$ cat src/hw/rtl/bhq_pkg.sv
// Shared types and codes for the binary min-heap queue.
`default_nettype none
package bhq_pkg;

   localparam int VALUE_W = 32;
   localparam int FILL_W  = 9;

   localparam logic [1:0] KIND_INSERT  = 2'd0;
   localparam logic [1:0] KIND_EXTRACT = 2'd1;
   localparam logic [1:0] KIND_DELETE  = 2'd2;

   localparam logic [1:0] STAT_OK        = 2'd0;
   localparam logic [1:0] STAT_EMPTY     = 2'd1;
   localparam logic [1:0] STAT_FULL      = 2'd2;
   localparam logic [1:0] STAT_NOT_FOUND = 2'd3;

   localparam logic signed [VALUE_W-1:0] VALUE_MINUS_ONE = '1;
   localparam logic signed [VALUE_W-1:0] VALUE_MOST_NEG  = {1'b1, {(VALUE_W-1){1'b0}}};
   localparam logic signed [VALUE_W-1:0] VALUE_ZERO      = '0;

   typedef struct packed {
      logic [1:0]                kind;
      logic signed [VALUE_W-1:0] value;
   } req_type;

   typedef struct packed {
      logic [1:0]                status;
      logic signed [VALUE_W-1:0] out_value;
      logic [FILL_W-1:0]         fill_count;
   } rsp_type;

endpackage
`default_nettype wire

$ cat src/hw/rtl/bhq_ctrl.sv
// Heap sequencer: sift up, sift down and delete scan over the entry store.
`default_nettype none
module bhq_ctrl
   import bhq_pkg::*;
#(
   parameter int CAPACITY = 256
) (
   input  wire logic                        clock,
   input  wire logic                        reset,
   input  wire logic                        req_valid,
   input  wire req_type                     req_word,
   output logic                             req_stall,
   output logic                             done,
   output rsp_type                          done_word,
   input  wire logic                        slot_free,
   output logic                             mem_wr_en,
   output logic [$clog2(CAPACITY)-1:0]      mem_wr_addr,
   output logic signed [VALUE_W-1:0]        mem_wr_data,
   output logic [$clog2(CAPACITY)-1:0]      mem_rd_addr,
   input  wire logic signed [VALUE_W-1:0]   mem_rd_data
);

   localparam int ADDR_W = $clog2(CAPACITY);
   localparam int CNT_W  = $clog2(CAPACITY + 1);
   localparam int IDX_W  = ADDR_W + 1;

   typedef enum logic [3:0] {
      ST_IDLE,
      ST_UP_RD,
      ST_UP_CMP,
      ST_EX_RD_ROOT,
      ST_EX_RD_LAST,
      ST_EX_LOAD,
      ST_DN_RD_L,
      ST_DN_RD_R,
      ST_DN_CMP,
      ST_SCAN,
      ST_FIN
   } state_type;

   state_type                 state_ff, state_in;
   logic [CNT_W-1:0]          count_ff, count_in;
   logic [ADDR_W-1:0]         pos_ff, pos_in;
   logic signed [VALUE_W-1:0] val_ff, val_in;
   logic signed [VALUE_W-1:0] ldat_ff, ldat_in;
   logic [1:0]                op_ff, op_in;
   logic [CNT_W-1:0]          idx_ff, idx_in;
   logic                      chk_vld_ff, chk_vld_in;
   logic [ADDR_W-1:0]         chk_idx_ff, chk_idx_in;
   logic [1:0]                stat_ff, stat_in;
   logic signed [VALUE_W-1:0] outv_ff, outv_in;

   logic [ADDR_W-1:0]         parent;
   logic [IDX_W-1:0]          lch, rch, cnt_ext;
   logic                      l_ok, r_ok, go_l, go_r;
   logic signed [VALUE_W-1:0] best_v;

   assign parent  = ADDR_W'((pos_ff - ADDR_W'(1)) >> 1);
   assign lch     = {pos_ff, 1'b1};
   assign rch     = lch + IDX_W'(1);
   assign cnt_ext = IDX_W'(count_ff);
   assign l_ok    = lch < cnt_ext;
   assign r_ok    = rch < cnt_ext;
   assign go_l    = ldat_ff < val_ff;
   assign best_v  = go_l ? ldat_ff : val_ff;
   assign go_r    = r_ok && (mem_rd_data < best_v);

   assign req_stall            = (state_ff != ST_IDLE);
   assign done                 = (state_ff == ST_FIN);
   assign done_word.status     = stat_ff;
   assign done_word.out_value  = outv_ff;
   assign done_word.fill_count = FILL_W'(count_ff);

   always_comb begin
      state_in    = state_ff;
      count_in    = count_ff;
      pos_in      = pos_ff;
      val_in      = val_ff;
      ldat_in     = ldat_ff;
      op_in       = op_ff;
      idx_in      = idx_ff;
      chk_vld_in  = chk_vld_ff;
      chk_idx_in  = chk_idx_ff;
      stat_in     = stat_ff;
      outv_in     = outv_ff;
      mem_wr_en   = 1'b0;
      mem_wr_addr = pos_ff;
      mem_wr_data = val_ff;
      mem_rd_addr = '0;

      case (state_ff)
         ST_IDLE: begin
            if (req_valid) begin
               op_in   = req_word.kind;
               val_in  = req_word.value;
               stat_in = STAT_OK;
               outv_in = VALUE_ZERO;
               case (req_word.kind)
                  KIND_INSERT: begin
                     if (count_ff == CNT_W'(CAPACITY)) begin
                        stat_in  = STAT_FULL;
                        state_in = ST_FIN;
                     end else begin
                        pos_in   = ADDR_W'(count_ff);
                        count_in = count_ff + CNT_W'(1);
                        state_in = ST_UP_RD;
                     end
                  end
                  KIND_EXTRACT: begin
                     if (count_ff == '0) begin
                        stat_in  = STAT_EMPTY;
                        outv_in  = VALUE_MINUS_ONE;
                        state_in = ST_FIN;
                     end else begin
                        state_in = ST_EX_RD_ROOT;
                     end
                  end
                  KIND_DELETE: begin
                     stat_in    = STAT_NOT_FOUND;
                     idx_in     = '0;
                     chk_vld_in = 1'b0;
                     state_in   = ST_SCAN;
                  end
                  default: begin
                     state_in = ST_FIN;
                  end
               endcase
            end
         end

         // hole walks up; parents move down into it
         ST_UP_RD: begin
            if (pos_ff == '0) begin
               mem_wr_en = 1'b1;
               state_in  = (op_ff == KIND_DELETE) ? ST_EX_RD_ROOT : ST_FIN;
            end else begin
               mem_rd_addr = parent;
               state_in    = ST_UP_CMP;
            end
         end

         ST_UP_CMP: begin
            mem_wr_en = 1'b1;
            if (val_ff < mem_rd_data) begin
               mem_wr_data = mem_rd_data;
               pos_in      = parent;
               state_in    = ST_UP_RD;
            end else begin
               state_in = (op_ff == KIND_DELETE) ? ST_EX_RD_ROOT : ST_FIN;
            end
         end

         ST_EX_RD_ROOT: begin
            mem_rd_addr = '0;
            state_in    = ST_EX_RD_LAST;
         end

         ST_EX_RD_LAST: begin
            mem_rd_addr = ADDR_W'(count_ff - CNT_W'(1));
            count_in    = count_ff - CNT_W'(1);
            if (op_ff == KIND_EXTRACT) begin
               outv_in = mem_rd_data;
            end
            state_in = ST_EX_LOAD;
         end

         ST_EX_LOAD: begin
            val_in   = mem_rd_data;
            pos_in   = '0;
            state_in = (count_ff == '0) ? ST_FIN : ST_DN_RD_L;
         end

         // hole walks down from the root; smaller child moves up
         ST_DN_RD_L: begin
            if (!l_ok) begin
               mem_wr_en = 1'b1;
               state_in  = ST_FIN;
            end else begin
               mem_rd_addr = lch[ADDR_W-1:0];
               state_in    = ST_DN_RD_R;
            end
         end

         ST_DN_RD_R: begin
            ldat_in = mem_rd_data;
            if (r_ok) begin
               mem_rd_addr = rch[ADDR_W-1:0];
            end
            state_in = ST_DN_CMP;
         end

         ST_DN_CMP: begin
            mem_wr_en = 1'b1;
            if (go_r) begin
               mem_wr_data = mem_rd_data;
               pos_in      = rch[ADDR_W-1:0];
               state_in    = ST_DN_RD_L;
            end else if (go_l) begin
               mem_wr_data = ldat_ff;
               pos_in      = lch[ADDR_W-1:0];
               state_in    = ST_DN_RD_L;
            end else begin
               state_in = ST_FIN;
            end
         end

         // one read issued per cycle, compare uses the registered read data
         ST_SCAN: begin
            mem_rd_addr = ADDR_W'(idx_ff);
            chk_vld_in  = idx_ff < count_ff;
            chk_idx_in  = ADDR_W'(idx_ff);
            if (idx_ff < count_ff) begin
               idx_in = idx_ff + CNT_W'(1);
            end
            if (chk_vld_ff && (mem_rd_data == val_ff)) begin
               stat_in  = STAT_OK;
               pos_in   = chk_idx_ff;
               val_in   = VALUE_MOST_NEG;
               state_in = ST_UP_RD;
            end else if (idx_ff >= count_ff) begin
               state_in = ST_FIN;
            end
         end

         ST_FIN: begin
            if (slot_free) begin
               state_in = ST_IDLE;
            end
         end

         default: begin
            state_in = ST_IDLE;
         end
      endcase
   end

   always_ff @(posedge clock) begin
      if (reset) begin
         state_ff   <= ST_IDLE;
         count_ff   <= '0;
         chk_vld_ff <= 1'b0;
      end else begin
         state_ff   <= state_in;
         count_ff   <= count_in;
         chk_vld_ff <= chk_vld_in;
      end
      pos_ff     <= pos_in;
      val_ff     <= val_in;
      ldat_ff    <= ldat_in;
      op_ff      <= op_in;
      idx_ff     <= idx_in;
      chk_idx_ff <= chk_idx_in;
      stat_ff    <= stat_in;
      outv_ff    <= outv_in;
   end

endmodule
`default_nettype wire

$ cat config.mk
export PLATFORM = sky130hd
export DESIGN_NAME = bhq_ctrl
export DESIGN_NICKNAME = d
export VERILOG_FILES = /design/src/hw/rtl/bhq_pkg.sv /design/src/hw/rtl/bhq_ctrl.sv
export SDC_FILE = /design/constraint.sdc
export NUM_CORES = 1
export LEC_CHECK = 0
export CAP_MARGIN = 20
export CORE_MARGIN = 1
export CORE_UTILIZATION = 30
export CTS_CLUSTER_SIZE = 30
export DETAILED_ROUTE_END_ITERATION = 7
export DONT_BUFFER_PORTS = 1
export SETUP_SLACK_MARGIN = 0.1
export SLEW_MARGIN = 20
export SYNTH_ARGS = -nofsm -noshare
export SYNTH_HDL_FRONTEND = slang
export SYNTH_SLANG_ARGS = --single-unit
$ cat constraint.sdc
create_clock -name clock -period 18.1 [get_ports clock]
set_input_delay 2.715 -clock clock [delete_from_list [all_inputs] [get_ports clock]]
set_output_delay 2.715 -clock clock [all_outputs]
set_load 0.005 [all_outputs]
==> metrics.txt <==
cts bufs inserted 17; final cycle utilization of the critical path 0.5078; port bufs 0; Setup violations, final 0; vias per cell 5.608; worst slew pin tran 1.040 ns; post-synthesis cell count 1057; top post-synthesis cells by count edfxtp_1, ha_1, nor2_1; synthesized area 10350 µm²; setup bufs post-CTS 0; number of global-route vias before repair 8248; first-pass GRT wire length 50120 µm; layout filler cell count 3405; Hold Crit Class flop to flop; Synth area leaders edfxtp_1, ha_1, o221ai_2; Layout Skew 0.009242 ns; Clock Path Buffers 2; Worst-Skew Late Latency 0.43 ns; largest stage delay on the critical path 0.55 ns; CTS H-tree lvls 4; Pre-Repair DR Iteration Count 8; slowest CP cell mux2i_1; total power draw 1.934 mW; fin crit period 9.192 ns; Synth Register Bits 139; Synth Net Count 1251; total track usage 0.1861; dominant cell type by area after synthesis edfxtp_1; Most Frequent Cell on Critical Path a21oi_1; maximum fanout along the worst path 32; Max Clk Rate 108.8 MHz; WL final 32960 µm; Std-Cell Rows 67; final hold viol count 0; max-slew violations 0; CTS Root Cell clkbuf_16; setup_tns 0 ns; WP data arrival 6.48 ns; Main synth FF type edfxtp_1; hold_buf cts 0; Startpoint Class flop; Netlist cell types 63; antenna violation net count after detailed routing 0; Ys Warns 0; Worst Setup Path Type flop to output port; clock slew at reported path FFs 0.07 ns; die area 35240 µm²; RSZ-0062 raised after global routing no; DRC viols 0; final hold slack 0.5221 ns; CP Cell Sequence inv_1 > ha_1 > a2111o_1 > a311oi_1 > a21oi_1 > o41ai_4 > buf_4 > nor2_1 > a21oi_1 > ha_1 > a211o_1 > o211ai_1 > a21oi_1 > o31ai_1 > nand4_1 > o41ai_4 > mux2i_1 > nand2_4 > o221ai_2; Async SR Flop Fraction 0; Slew headroom 0.2982; Core Box Area 33700 µm²; Pleak 4.723 nW; P&R area growth vs syn 11.34%; nets@finish 1229; pwr dens 167.9 nW/µm²; top-area cell type share of the netlist area 0.3628; Die H 187.7 µm; Reg2Reg Setup Slack 12.11 ns; Initial Utilization 0.3070; Max Cap Violations 0; post-layout util 0.3419; initial antenna violation count 3; post_cts resized 0; gr ovfl total 0; number of clock sinks 139; largest net degree at the start of global routing 36; Placer Congestion 0.9153; I/O Pins 164; number of flops mapped to enable cells by yosys 125; count leader, synth edfxtp_1; CP required 15.39 ns; Vias 8401; status complete, no violations; layout cells sized above 1 0.09065; Worst setup EP type output port; CTS tree yes; post-synthesis sequential area ratio 0.3898; DR WL/cell 22.00 µm; DP Wirelength 24380 µm; DR iter-0 viols 828; Avg Inst Size Synth 9.789 µm²; Peak VDD IR 0.08537 mV; Die Width 187.7 µm
==> metal layers <==
| layer | up-vias | part of all wire | track usage |
|---|---|---|---|
| li1 | 3961 | - | - |
| met1 | 4079 | 0.43 | 0.2347 |
| met2 | 315 | 0.47 | 0.3047 |
| met3 | 44 | 0.078 | 0.05035 |
| met4 | 2 | 0.023 | 0.06473 |
| met5 | - | 0.00039 | 0 |
==> sequential cells by signal, indices dropped and copies added (netlist names) <==
name	count
idx_ff	9
chk_vld_ff	1
mem_wr_addr	8
op_ff	2
outv_ff	32
val_ff	32
state_ff	4
stat_ff	2
cnt_ext	9
ldat_ff	32
chk_idx_ff	8
==> kinds of logic after synthesis <==
group	synth area share
DFF	0.3898
and+or+nand+nor	0.1386
muxes	0.006288
xor gates and xnor gates	0.02962
AOI/OAI and AO/OA	0.2324
buffers and inverters	0.05333
adders and majority gates	0.1499
==> power breakdown <==
part / internal, mW / total (mW) / switching (mW)
sequential: 0.479 / 0.587 / 0.108
combinational: 0.346 / 0.939 / 0.593
clock: 0.259 / 0.408 / 0.149
==> worst max-delay path, delay by kind of cell, from the launching register on <==
family / cells / cell delay [ns]
mux: 1 / 0.55
compound gates: 11 / 3.22
buf+inv: 2 / 0.47
flops: 1 / 0.42
fa+ha+maj: 2 / 0.54
simple gates: 3 / 0.81
==> stage by stage <==
stage                     cells  worst slack [ns]  area (µm²)
after floorplan            1057             10.20       10350
after global placement     1464             9.027       10840
after detailed placement   1464             8.937       10840
after CTS                  1496             8.490       11510
after global routing       1497             8.450       11520
final                      1498             8.908       11520
==> worst paths after layout <==
check | end | depth (start not counted) | start
setup reg to reg | mem_wr_addr[4]$_DFFE_PP_ | 19 | val_ff[1]$_DFFE_PP_
hold reg to reg | chk_vld_ff$_SDFFE_PP0P_ | 2 | chk_vld_ff$_SDFFE_PP0P_
setup / recovery | mem_wr_data[2] | 19 | val_ff[1]$_DFFE_PP_
hold / removal | chk_vld_ff$_SDFFE_PP0P_ | 2 | chk_vld_ff$_SDFFE_PP0P_
==> cell usage in the layout (no fill, tap or decap), drive strengths merged, types with 11 or more instances in the layout <==
cell	n
nor2b	14
nand2	72
nor2	95
xnor2	24
o221ai	31
inv	84
a21o	39
dfxtp	14
edfxtp	125
a21oi	79
ha	124
o21ai	43
o21a	14
and3	11
nand4	21
a22o	32
xor2	11
nor3	18
nand3	30
buf	13
clkbuf	17
==> area by class of cell <==
cell class / instances / area, µm² / area share
sequential: 139 / 4034 / 0.3501
timing repair buffer: 13 / 97.59 / 0.008471
clock buffer: 17 / 425.4 / 0.03692
tap: 448 / 560.5 / 0.04865
clock inverter: 15 / 245.2 / 0.02129
multi-input combinational: 781 / 5842 / 0.5071
inverter: 83 / 311.5 / 0.02704
antenna: 2 / 5.005 / 0.0004344
(Power assumes the default switching activity.)
